==> src/design/dcfir_pkg.sv <==
package dcfir_pkg;

    localparam int SAMPLE_BITS    = 16;
    localparam int COEF_BITS      = 16;
    localparam int COEF_FRAC_BITS = 15;
    localparam int TABLE_LEN      = 51;
    localparam int TAPS_DEFAULT   = 51;

    typedef struct packed {
        logic signed [SAMPLE_BITS-1:0] red_sample;
        logic signed [SAMPLE_BITS-1:0] ir_sample;
    } t_in;

    typedef struct packed {
        logic signed [SAMPLE_BITS-1:0] red_filtered;
        logic signed [SAMPLE_BITS-1:0] ir_filtered;
    } t_out;

    // per-cycle control from the sequencer to every lane
    typedef struct packed {
        logic shift;  // new sample enters the window
        logic mac;    // multiply the front tap and rotate
        logic first;  // first tap of the sum
    } t_lane_ctl;

    typedef logic signed [COEF_BITS-1:0] t_coef;
    typedef t_coef t_coef_tab [TABLE_LEN];

    // q1.15 symmetric low-pass taps
    localparam t_coef_tab COEF_TAB = '{
        16'sd0,    16'sd5,    16'sd13,   16'sd23,   16'sd39,
        16'sd61,   16'sd91,   16'sd131,  16'sd180,  16'sd240,
        16'sd312,  16'sd393,  16'sd485,  16'sd585,  16'sd691,
        16'sd801,  16'sd914,  16'sd1025, 16'sd1133, 16'sd1234,
        16'sd1325, 16'sd1403, 16'sd1467, 16'sd1514, 16'sd1543,
        16'sd1552, 16'sd1543, 16'sd1514, 16'sd1467, 16'sd1403,
        16'sd1325, 16'sd1234, 16'sd1133, 16'sd1025, 16'sd914,
        16'sd801,  16'sd691,  16'sd585,  16'sd485,  16'sd393,
        16'sd312,  16'sd240,  16'sd180,  16'sd131,  16'sd91,
        16'sd61,   16'sd39,   16'sd23,   16'sd13,   16'sd5,
        16'sd0
    };

    // taps past the end of the table are zero
    function automatic t_coef coef_at(input int unsigned k);
        t_coef c;
        c = '0;
        if (k < TABLE_LEN) begin
            c = COEF_TAB[k];
        end
        return c;
    endfunction

endpackage

==> src/design/dcfir_seq.sv <==
module dcfir_seq #(
    parameter int TAP_COUNT = dcfir_pkg::TAPS_DEFAULT
) (
    input  logic                  i_clk,
    input  logic                  i_rst_n,
    input  logic                  i_valid,
    output logic                  o_stall,
    input  logic                  i_out_free,
    output dcfir_pkg::t_lane_ctl  o_ctl,
    output dcfir_pkg::t_coef      o_coef,
    output logic                  o_load
);
    import dcfir_pkg::*;

    localparam int KW = $clog2(TAP_COUNT);
    localparam logic [KW-1:0] K_LAST = KW'(TAP_COUNT - 1);

    typedef enum logic [1:0] {
        S_IDLE,
        S_RUN,
        S_ACC,
        S_FIN
    } t_state;

    t_state          r_state;
    logic [KW-1:0]   r_k;

    assign o_stall     = (r_state != S_IDLE);
    assign o_ctl.shift = i_valid && (r_state == S_IDLE);
    assign o_ctl.mac   = (r_state == S_RUN);
    assign o_ctl.first = (r_k == '0);
    assign o_coef      = coef_at(int'(r_k));
    assign o_load      = (r_state == S_FIN) && i_out_free;

    always_ff @(posedge i_clk) begin
        if (!i_rst_n) begin
            r_state <= S_IDLE;
            r_k     <= '0;
        end else begin
            unique case (r_state)
                S_IDLE: begin
                    r_k <= '0;
                    if (i_valid) begin
                        r_state <= S_RUN;
                    end
                end
                S_RUN: begin
                    if (r_k == K_LAST) begin
                        r_k     <= '0;
                        r_state <= S_ACC;
                    end else begin
                        r_k <= r_k + KW'(1);
                    end
                end
                S_ACC: begin
                    r_state <= S_FIN;
                end
                S_FIN: begin
                    if (i_out_free) begin
                        r_state <= S_IDLE;
                    end
                end
                default: begin
                    r_state <= S_IDLE;
                end
            endcase
        end
    end

endmodule

==> src/design/dcfir_lane.sv <==
module dcfir_lane #(
    parameter int TAP_COUNT = dcfir_pkg::TAPS_DEFAULT,
    parameter int ACC_W     = 40
) (
    input  logic                                   i_clk,
    input  logic                                   i_rst_n,
    input  dcfir_pkg::t_lane_ctl                   i_ctl,
    input  dcfir_pkg::t_coef                       i_coef,
    input  logic signed [dcfir_pkg::SAMPLE_BITS-1:0] i_sample,
    output logic signed [ACC_W-1:0]                o_acc
);
    import dcfir_pkg::*;

    localparam int PW = SAMPLE_BITS + COEF_BITS;

    // window: newest sample at index 0, rotated during the sum
    logic signed [SAMPLE_BITS-1:0] r_win [TAP_COUNT];
    logic signed [PW-1:0]          r_prod;
    logic                          r_pv;
    logic                          r_pfirst;
    logic signed [ACC_W-1:0]       r_acc;
    logic signed [ACC_W-1:0]       n_acc;

    always_ff @(posedge i_clk) begin
        if (!i_rst_n) begin
            for (int i = 0; i < TAP_COUNT; i++) begin
                r_win[i] <= '0;
            end
        end else if (i_ctl.shift) begin
            r_win[0] <= i_sample;
            for (int i = 1; i < TAP_COUNT; i++) begin
                r_win[i] <= r_win[i-1];
            end
        end else if (i_ctl.mac) begin
            for (int i = 0; i < TAP_COUNT - 1; i++) begin
                r_win[i] <= r_win[i+1];
            end
            r_win[TAP_COUNT-1] <= r_win[0];
        end
    end

    always_ff @(posedge i_clk) begin
        if (!i_rst_n) begin
            r_pv     <= 1'b0;
            r_pfirst <= 1'b0;
        end else begin
            r_pv     <= i_ctl.mac;
            r_pfirst <= i_ctl.first;
        end
    end

    always_ff @(posedge i_clk) begin
        r_prod <= r_win[0] * i_coef;
    end

    always_comb begin
        n_acc = r_acc;
        if (r_pv) begin
            n_acc = (r_pfirst ? ACC_W'(0) : r_acc) + ACC_W'(r_prod);
        end
    end

    always_ff @(posedge i_clk) begin
        r_acc <= n_acc;
    end

    assign o_acc = r_acc;

endmodule

==> src/design/dcfir_merge.sv <==
module dcfir_merge #(
    parameter int ACC_W = 40
) (
    input  logic                    i_clk,
    input  logic                    i_rst_n,
    input  logic                    i_load,
    input  logic signed [ACC_W-1:0] i_acc_red,
    input  logic signed [ACC_W-1:0] i_acc_ir,
    input  logic                    i_stall,
    output logic                    o_valid,
    output dcfir_pkg::t_out         o_data
);
    import dcfir_pkg::*;

    localparam int RW = ACC_W + 1;
    localparam logic signed [RW-1:0] HALF  = RW'(1) <<< (COEF_FRAC_BITS - 1);
    localparam logic signed [RW-1:0] S_MAX = RW'((64'sd1 <<< (SAMPLE_BITS - 1)) - 64'sd1);
    localparam logic signed [RW-1:0] S_MIN = -S_MAX - RW'(1);

    function automatic logic signed [SAMPLE_BITS-1:0] round_sat(
        input logic signed [ACC_W-1:0] a
    );
        logic signed [RW-1:0] s;
        logic signed [SAMPLE_BITS-1:0] y;
        s = (RW'(a) + HALF) >>> COEF_FRAC_BITS;
        if (s > S_MAX) begin
            y = S_MAX[SAMPLE_BITS-1:0];
        end else if (s < S_MIN) begin
            y = S_MIN[SAMPLE_BITS-1:0];
        end else begin
            y = s[SAMPLE_BITS-1:0];
        end
        return y;
    endfunction

    logic r_valid;
    t_out r_data;

    always_ff @(posedge i_clk) begin
        if (!i_rst_n) begin
            r_valid <= 1'b0;
        end else if (i_load) begin
            r_valid <= 1'b1;
        end else if (!i_stall) begin
            r_valid <= 1'b0;
        end
    end

    always_ff @(posedge i_clk) begin
        if (i_load) begin
            r_data.red_filtered <= round_sat(i_acc_red);
            r_data.ir_filtered  <= round_sat(i_acc_ir);
        end
    end

    assign o_valid = r_valid;
    assign o_data  = r_data;

endmodule

==> src/design/dual_channel_fir_lowpass_top.sv <==
// flow: an accepted request walks the taps, then the accumulate and finish states;
//   finish loads the output register once it is free; no new request is taken until
//   then, as a single multiply-accumulate per lane walks the taps one per cycle
// reset: synchronous, active low; clears both sample windows to zero and
//   empties the output register
module dual_channel_fir_lowpass_top #(
    parameter int TAP_COUNT = dcfir_pkg::TAPS_DEFAULT
) (
    input  logic            i_clk,
    input  logic            i_rst_n,
    // input channel
    input  logic            i_valid,
    output logic            o_stall,
    input  dcfir_pkg::t_in  i_data,
    // output channel
    output logic            o_valid,
    input  logic            i_stall,
    output dcfir_pkg::t_out o_data
);
    import dcfir_pkg::*;

    // full-width sum: product bits plus growth over all taps
    localparam int ACC_W = SAMPLE_BITS + COEF_BITS + $clog2(TAP_COUNT);

    t_lane_ctl               lane_ctl;
    t_coef                   coef;
    logic                    load;
    logic                    out_free;
    logic signed [ACC_W-1:0] acc_red;
    logic signed [ACC_W-1:0] acc_ir;

    // output register can take a new result when empty or being drained
    assign out_free = !o_valid || !i_stall;

    // tap counter and control; one coefficient read shared by both lanes
    dcfir_seq #(
        .TAP_COUNT (TAP_COUNT)
    ) u_seq (
        .i_clk      (i_clk),
        .i_rst_n    (i_rst_n),
        .i_valid    (i_valid),
        .o_stall    (o_stall),
        .i_out_free (out_free),
        .o_ctl      (lane_ctl),
        .o_coef     (coef),
        .o_load     (load)
    );

    // red lane: rotating window, registered product, accumulator
    dcfir_lane #(
        .TAP_COUNT (TAP_COUNT),
        .ACC_W     (ACC_W)
    ) u_lane_red (
        .i_clk    (i_clk),
        .i_rst_n  (i_rst_n),
        .i_ctl    (lane_ctl),
        .i_coef   (coef),
        .i_sample (i_data.red_sample),
        .o_acc    (acc_red)
    );

    // infrared lane, same structure
    dcfir_lane #(
        .TAP_COUNT (TAP_COUNT),
        .ACC_W     (ACC_W)
    ) u_lane_ir (
        .i_clk    (i_clk),
        .i_rst_n  (i_rst_n),
        .i_ctl    (lane_ctl),
        .i_coef   (coef),
        .i_sample (i_data.ir_sample),
        .o_acc    (acc_ir)
    );

    // round half up, saturate, and hold the result pair until taken
    dcfir_merge #(
        .ACC_W (ACC_W)
    ) u_merge (
        .i_clk     (i_clk),
        .i_rst_n   (i_rst_n),
        .i_load    (load),
        .i_acc_red (acc_red),
        .i_acc_ir  (acc_ir),
        .i_stall   (i_stall),
        .o_valid   (o_valid),
        .o_data    (o_data)
    );

endmodule
==> config.mk <==
export PLATFORM = sky130hd
export DESIGN_NAME = dual_channel_fir_lowpass_top
export DESIGN_NICKNAME = d
export VERILOG_FILES = /design/src/design/dcfir_pkg.sv /design/src/design/dcfir_seq.sv /design/src/design/dcfir_lane.sv /design/src/design/dcfir_merge.sv /design/src/design/dual_channel_fir_lowpass_top.sv
export SDC_FILE = /design/constraint.sdc
export NUM_CORES = 2
export LEC_CHECK = 0
export ABC_CLOCK_PERIOD_IN_PS = 35000
export BUFFER_PORTS_ARGS = -buffer_cell sky130_fd_sc_hd__buf_2
export CAP_MARGIN = 15
export CORE_UTILIZATION = 55
export CTS_CLUSTER_DIAMETER = 40
export CTS_CLUSTER_SIZE = 25
export DETAILED_ROUTE_END_ITERATION = 8
export PLACE_DENSITY = 0.7
export SETUP_SLACK_MARGIN = 0.1
export SYNTH_ARGS = -nofsm -noshare
export SYNTH_HDL_FRONTEND = slang
export SYNTH_SLANG_ARGS = --single-unit
==> constraint.sdc <==
create_clock -name i_clk -period 35 [get_ports i_clk]
set_input_delay 1.75 -clock i_clk [delete_from_list [all_inputs] [get_ports i_clk]]
set_output_delay 1.75 -clock i_clk [all_outputs]
set_load 0.005 [all_outputs]
# Word level (Yosys, flattened, before mapping)
# Memory sizes are Yosys's and may differ from the RTL's.
# Cells that the tools add are included.
# Widths: inputs -> output; s select.
# totals
reg_bits,183
ram_bits,1632
rom_bits,1024
out_inout_bits,34
wordCells,477
mem_count,3
# mem_list
memory,depth,word_bits,rd,rd_clocked_by_memory_dff,write_ports,line_no,text
(no name shown),64,16,1,0,0,dcfir_pkg.sv:49,c = COEF_TAB[k];
u_lane_ir.r_win,51,16,51,0,51,dcfir_lane.sv:17,logic signed [SAMPLE_BITS-1:0] r_win [TAP_COUNT];
u_lane_red.r_win,51,16,51,0,51,dcfir_lane.sv:17,
# classes
n_addsub,5
multipliers,2
n_lt_le_gt_ge,6
n_eq_ne,8
n_mux,227
n_bitwise,205
reduce_logical,10
# op_table
operator,n
$mux 16,209
$or 1x1->1,204
$add 38x16->39 const B,2
$add 38x32->38,2
$mux 38,2
$mul 16x16->32,2
$gt 24x16->1 const B,2
$lt 24x16->1 const B,2
$ge 33x7->1 const B,1
$not 6->33,1
$pmux 6 s2,1
$mux 1,10
$pmux 2 s4,1
$add 6x1->6 const B,1
$eq 6x6->1 const B,1
$logic_not 6->1,1
$lt 6x6->1 const B,1
$mux 2,3
$mux 6,1
$eq 2x2->1 const B,2
$ne 2x1->1 const B,2
$ne 2x2->1 const B,2
$reduce_bool 2->1,2
$reduce_and 3->1,1
other kinds (5),7

# Longest topological paths before layout
# depth
depth_word,7
mapped_depth,32

# By module
# From an unflattened synthesis, not the netlist that was laid out.
# unflattened
cells_unflattened,8155
area_unflattened_um2,101845.2
# modules_own_cells
mod,instances,cells_each,area_each_um2,seq_area_each_um2
dcfir_lane at u_lane_ir,1,3901,49133.4,26325.2
dcfir_lane at u_lane_red,1,3810,48725.5,26325.2
dcfir_merge,1,241,2342.2,980.9
dcfir_seq,1,202,1640.3,160.2
dual_channel_fir_lowpass_top,1,1,3.8,0.0

# Least setup slack after synthesis
# No wires, ideal clock.
# synth_path
path_type,input to register
from,input i_rst_n
to,"memory u_lane_ir.r_win[320][0], in the netlist u_lane_ir.r_win[10][0] (enable)"
setup_ns,9.183
arrival_time_ns,24.156
required_ns,25.817
slack_ns,1.661
stages,4
n_path_buf,3
cell_sequence,clkbuf_1 clkbuf_1 clkbuf_1 nand3b_1
# synth_rtl
item,line_no,text
from (decl),dual_channel_fir_lowpass_top.sv:10,"input logic i_rst_n,"
to (decl),dcfir_lane.sv:17,

# Worst setup path in the final report
# layout_path
from,register u_seq.r_k[5]
to,register u_lane_ir.r_prod[31]
# layout_between
elab_chain_len,6
# layout_lines
item,line_no,text
from (decl),dcfir_seq.sv:26,logic [KW-1:0] r_k;
from (signal assigned),dcfir_seq.sv:52,r_k <= r_k + KW'(1);
$not 6->33 (implied by the code),dcfir_pkg.sv:49,
$mem_v2 64x16,-,
$mux 16 (implied by the code) (2 in series),dcfir_pkg.sv:49,
$mux 16 (*),dcfir_pkg.sv:48,if (k < TABLE_LEN) begin
$mul 16x16->32 (*),dcfir_lane.sv:53,r_prod <= r_win[0] * i_coef;
to (signal assigned),dcfir_lane.sv:53,
to (decl),dcfir_lane.sv:18,logic signed [PW-1:0] r_prod;
# Mark *: on every way between the ends. The rest lies on a longest branch, timed or not. The select of a mux whose other input is x is not followed.
# A chain may end at the register's enable or synchronous reset.

==> results.py <==
metrics = {
    "synthesis": {
        "ys_ff_latch": 1815,
        "async_reset_ff_frac": 0,
        "ys_seq_area_frac": 0.543,
        "syn_nets": 9784,
        "synthCells": 9145,
        "yosys_warnings": 0,
        "postSynthAreaPerCell_sq_um": 10.8,
        "synth_cell_type_count": 81,
        "synth_area_leaders": "edfxtp_1 (53%), nand2_1 (8.4%), fa_1 (6.7%)",
        "synth_top_area_share": 0.527,
        "synth-main-ff-cell": "edfxtp_1",
        "yosysTopAreaCell": "edfxtp_1",
        "syn-cell-area_sq_um": 99100,
        "synth-edff-count": 1740,
    },
    "clocking": {
        "htreeDepth": 5,
        "ctsLongestPathBuffers": 4,
        "ctsResizeCount": 0,
        "postCtsSetupBuffers": 0,
        "cts_tree": "yes",
        "ctsHoldBuffers": 0,
        "numClockSinks": 1815,
        "clock_latency_ns": 0.93,
        "clk_pin_slew_ns": 0.06,
        "cts_buffers": 275,
        "clock-root-buffer": "clkbuf_16",
    },
    "routing": {
        "ant_nets": 0,
        "wl_um": 209000,
        "dr.pass1.iters": 6,
        "vias": 65500,
        "routedWlPerCell_um": 18.1,
        "drc": 0,
        "vias_per_cell": 5.68,
        "first_iter_violations": 6548,
    },
    "pwr": {
        "p_int_w": 0.00607,
        "ir_drop_v": 0.0000608,
        "p_switching_w": 0.00294,
        "p_leak_nw": 47.2,
        "total_power_w": 0.00901,
        "sw_frac_of_total": 0.326,
        "power_frac_comb": 0.227,
        "power.share.clock": 0.299,
        "pwr-share-seq": 0.474,
        "power.density_nw_per_um2": 81.9,
    },
    "setup_path": {
        "crit_fanout": 32,
        "cp.required_ns": 35.73,
        "critPathKind": "flop to flop",
        "start_kind": "flop",
        "arrival_ns": 9.23,
        "cp-end-kind": "flop",
    },
    "die": {
        "core-area_sq_um": 179000,
        "die_area_sq_um": 182000,
        "die_w_um": 426,
        "rows": 155,
        "die_height_um": 426,
        "num_io_pins": 70,
        "start_util": 0.555,
    },
    "placement": {
        "place_congestion": 0.863,
        "port_buffers": 69,
        "place_hpwl_um": 130000,
        "place_area_sq_um": 101000,
    },
    "layout": {
        "final_cell_mix": "nand2_1 (2210), edfxtp_1 (1740), nand3_1 (1038)",
        "num_antenna_cells": 0,
        "area_growth_pct": 11.1,
        "final_nets": 9622,
        "finalInstanceArea_sq_um": 110000,
        "utilization": 0.616,
        "final_common_cell": "nand2_1",
        "drive_above_1_share": 0.0693,
    },
    "timing": {
        "hold_slack_ns": 0.489,
        "clock_skew_ns": 0.0610,
        "finalCriticalPeriod_ns": 8.50,
        "tightestPinTransition_ns": 1.26,
        "rsz0062_at_grt": "no",
        "setup_viol": 0,
        "drv_slew": 0,
        "relSlewSlack": 0.161,
        "hold_viol": 0,
        "fin_setup_tns_ns": 0,
        "max_freq_ghz": 0.118,
        "fin_crit_sh": 0.243,
    },
    "grt": {
        "antenna_found_initial": 6,
        "grt_util_met2": 0.352,
        "gr-usage-met3": 0.0392,
        "grt_max_degree": 307,
        "grt_pass1_vias": 64100,
        "met1_usage": 0.334,
        "top_usage_layer": "met2",
        "grt_overflow_total": 0,
        "grt_pass1_wl_um": 342000,
        "grt_usage": 0.230,
    },
    "worst_hold_path": {
        "hold_path_class": "flop to flop",
    },
    "flow_run": {
        "maxCapViolCount": 0,
    },
    "run_status": {
        "status": "completed",
    },
}
power by group through the flow:
stage	logic [W]	registers, W	clock network [W]
2_1_floorplan	0.00159	0.00456	0
3_3_place_gp	0.00200	0.00425	0
3_5_place_dp	0.00206	0.00429	0
4_1_cts	0.00207	0.00426	0.00275
5_1_grt	0.00229	0.00438	0.00284
6_report	0.00205	0.00427	0.00270
logic make-up after synthesis:
family,synth area share
mux,0.0574
flops,0.543
fa+ha+maj,0.101
compound gates,0.0409
buf+inv,0.0402
xor+xnor,0.0126
simple gates,0.205
worst paths after layout:
check,from,to,slack (ns),cells after the start
max,u_seq.r_k[5]$_SDFFE_PN0P_,u_lane_ir.r_prod[31]$_DFF_P_,26.50,24
min,u_lane_red.r_win[0][162]$_SDFFCE_PN0P_,u_lane_red.r_win[0][146]$_SDFFCE_PN0P_,0.49,2
min reg2reg,u_lane_red.r_win[0][162]$_SDFFCE_PN0P_,u_lane_red.r_win[0][146]$_SDFFCE_PN0P_,0.49,2
max reg2reg,u_seq.r_k[5]$_SDFFE_PN0P_,u_lane_ir.r_prod[31]$_DFF_P_,26.50,24
registers in the layout (all words and copies together), names as in the netlist:
name and count:
u_seq.r_state 2, u_merge.o_valid 1, u_lane_ir.r_win 816, u_lane_ir.r_pfirst 1, u_lane_ir.r_prod 32, u_lane_ir.r_pv 1
u_seq.r_k 6, u_lane_red.o_acc 38, u_merge.o_data 32, u_lane_ir.o_acc 38, u_lane_red.r_win 816, u_lane_red.r_prod 32
cell usage after synthesis, drive strengths merged, types with 9 or more instances:
| cell | instances |
|---|---|
| a2111oi | 9 |
| fa | 332 |
| xor2 | 46 |
| nor2 | 99 |
| o21ai | 92 |
| dfxtp | 75 |
| nand2b | 22 |
| a221oi | 9 |
| nor3 | 24 |
| o211ai | 16 |
| clkbuf | 503 |
| nand4 | 24 |
| nand3 | 1039 |
| and2 | 227 |
| o21bai | 18 |
| and3 | 20 |
| a21oi | 160 |
| nor2b | 669 |
| a22o | 96 |
| ha | 271 |
| inv | 457 |
| xnor2 | 96 |
| a21o | 69 |
| o21a | 15 |
| a211oi | 14 |
| edfxtp | 1740 |
| a31oi | 19 |
| mux2i | 558 |
| nand2 | 2211 |
| buf | 95 |
layer usage:
metal  vias up  share of wire
met4         0          0.028
met2      1717           0.46
met5         -              0
met1     32300           0.46
met3       333          0.054
li1      31100              -
through the flow:
step,std cells,setup slack (ns)
after floorplan,9145,1.66
after global placement,11100,26.62
after detailed placement,11100,26.55
after CTS,11500,26.52
after global routing,11500,26.06
final,11500,26.50
worst max-delay path: stages (launching register included):
cell and delay, ns:
dfxtp_1 0.85, inv_1 0.35, a211oi_1 1.03, nor3_2 0.11
buf_4 0.29, nand2_1 0.23, inv_1 0.08, fa_1 0.50
inv_1 0.06, fa_1 0.53, inv_1 0.05, fa_1 0.48
fa_1 0.51, fa_1 0.50, inv_1 0.05, fa_1 0.47
inv_1 0.05, ha_1 0.38, and4_1 0.25, and2_1 0.22
nand4_1 0.11, o211ai_1 0.26, o221ai_1 0.26, o41ai_1 0.53
o21ai_0 0.14
cell type report:
cell class	instances	area [sq um]
Timing Repair Buffer	159	1180
Fill cell	14000	68500
Clock inverter	160	1820
Tap cell	2355	2950
Clock buffer	311	7160
Inverter	457	1720
Sequential cell	1815	53800
Multi-Input combinational cell	6275	41500
Power figures use the tool's default switching activity.
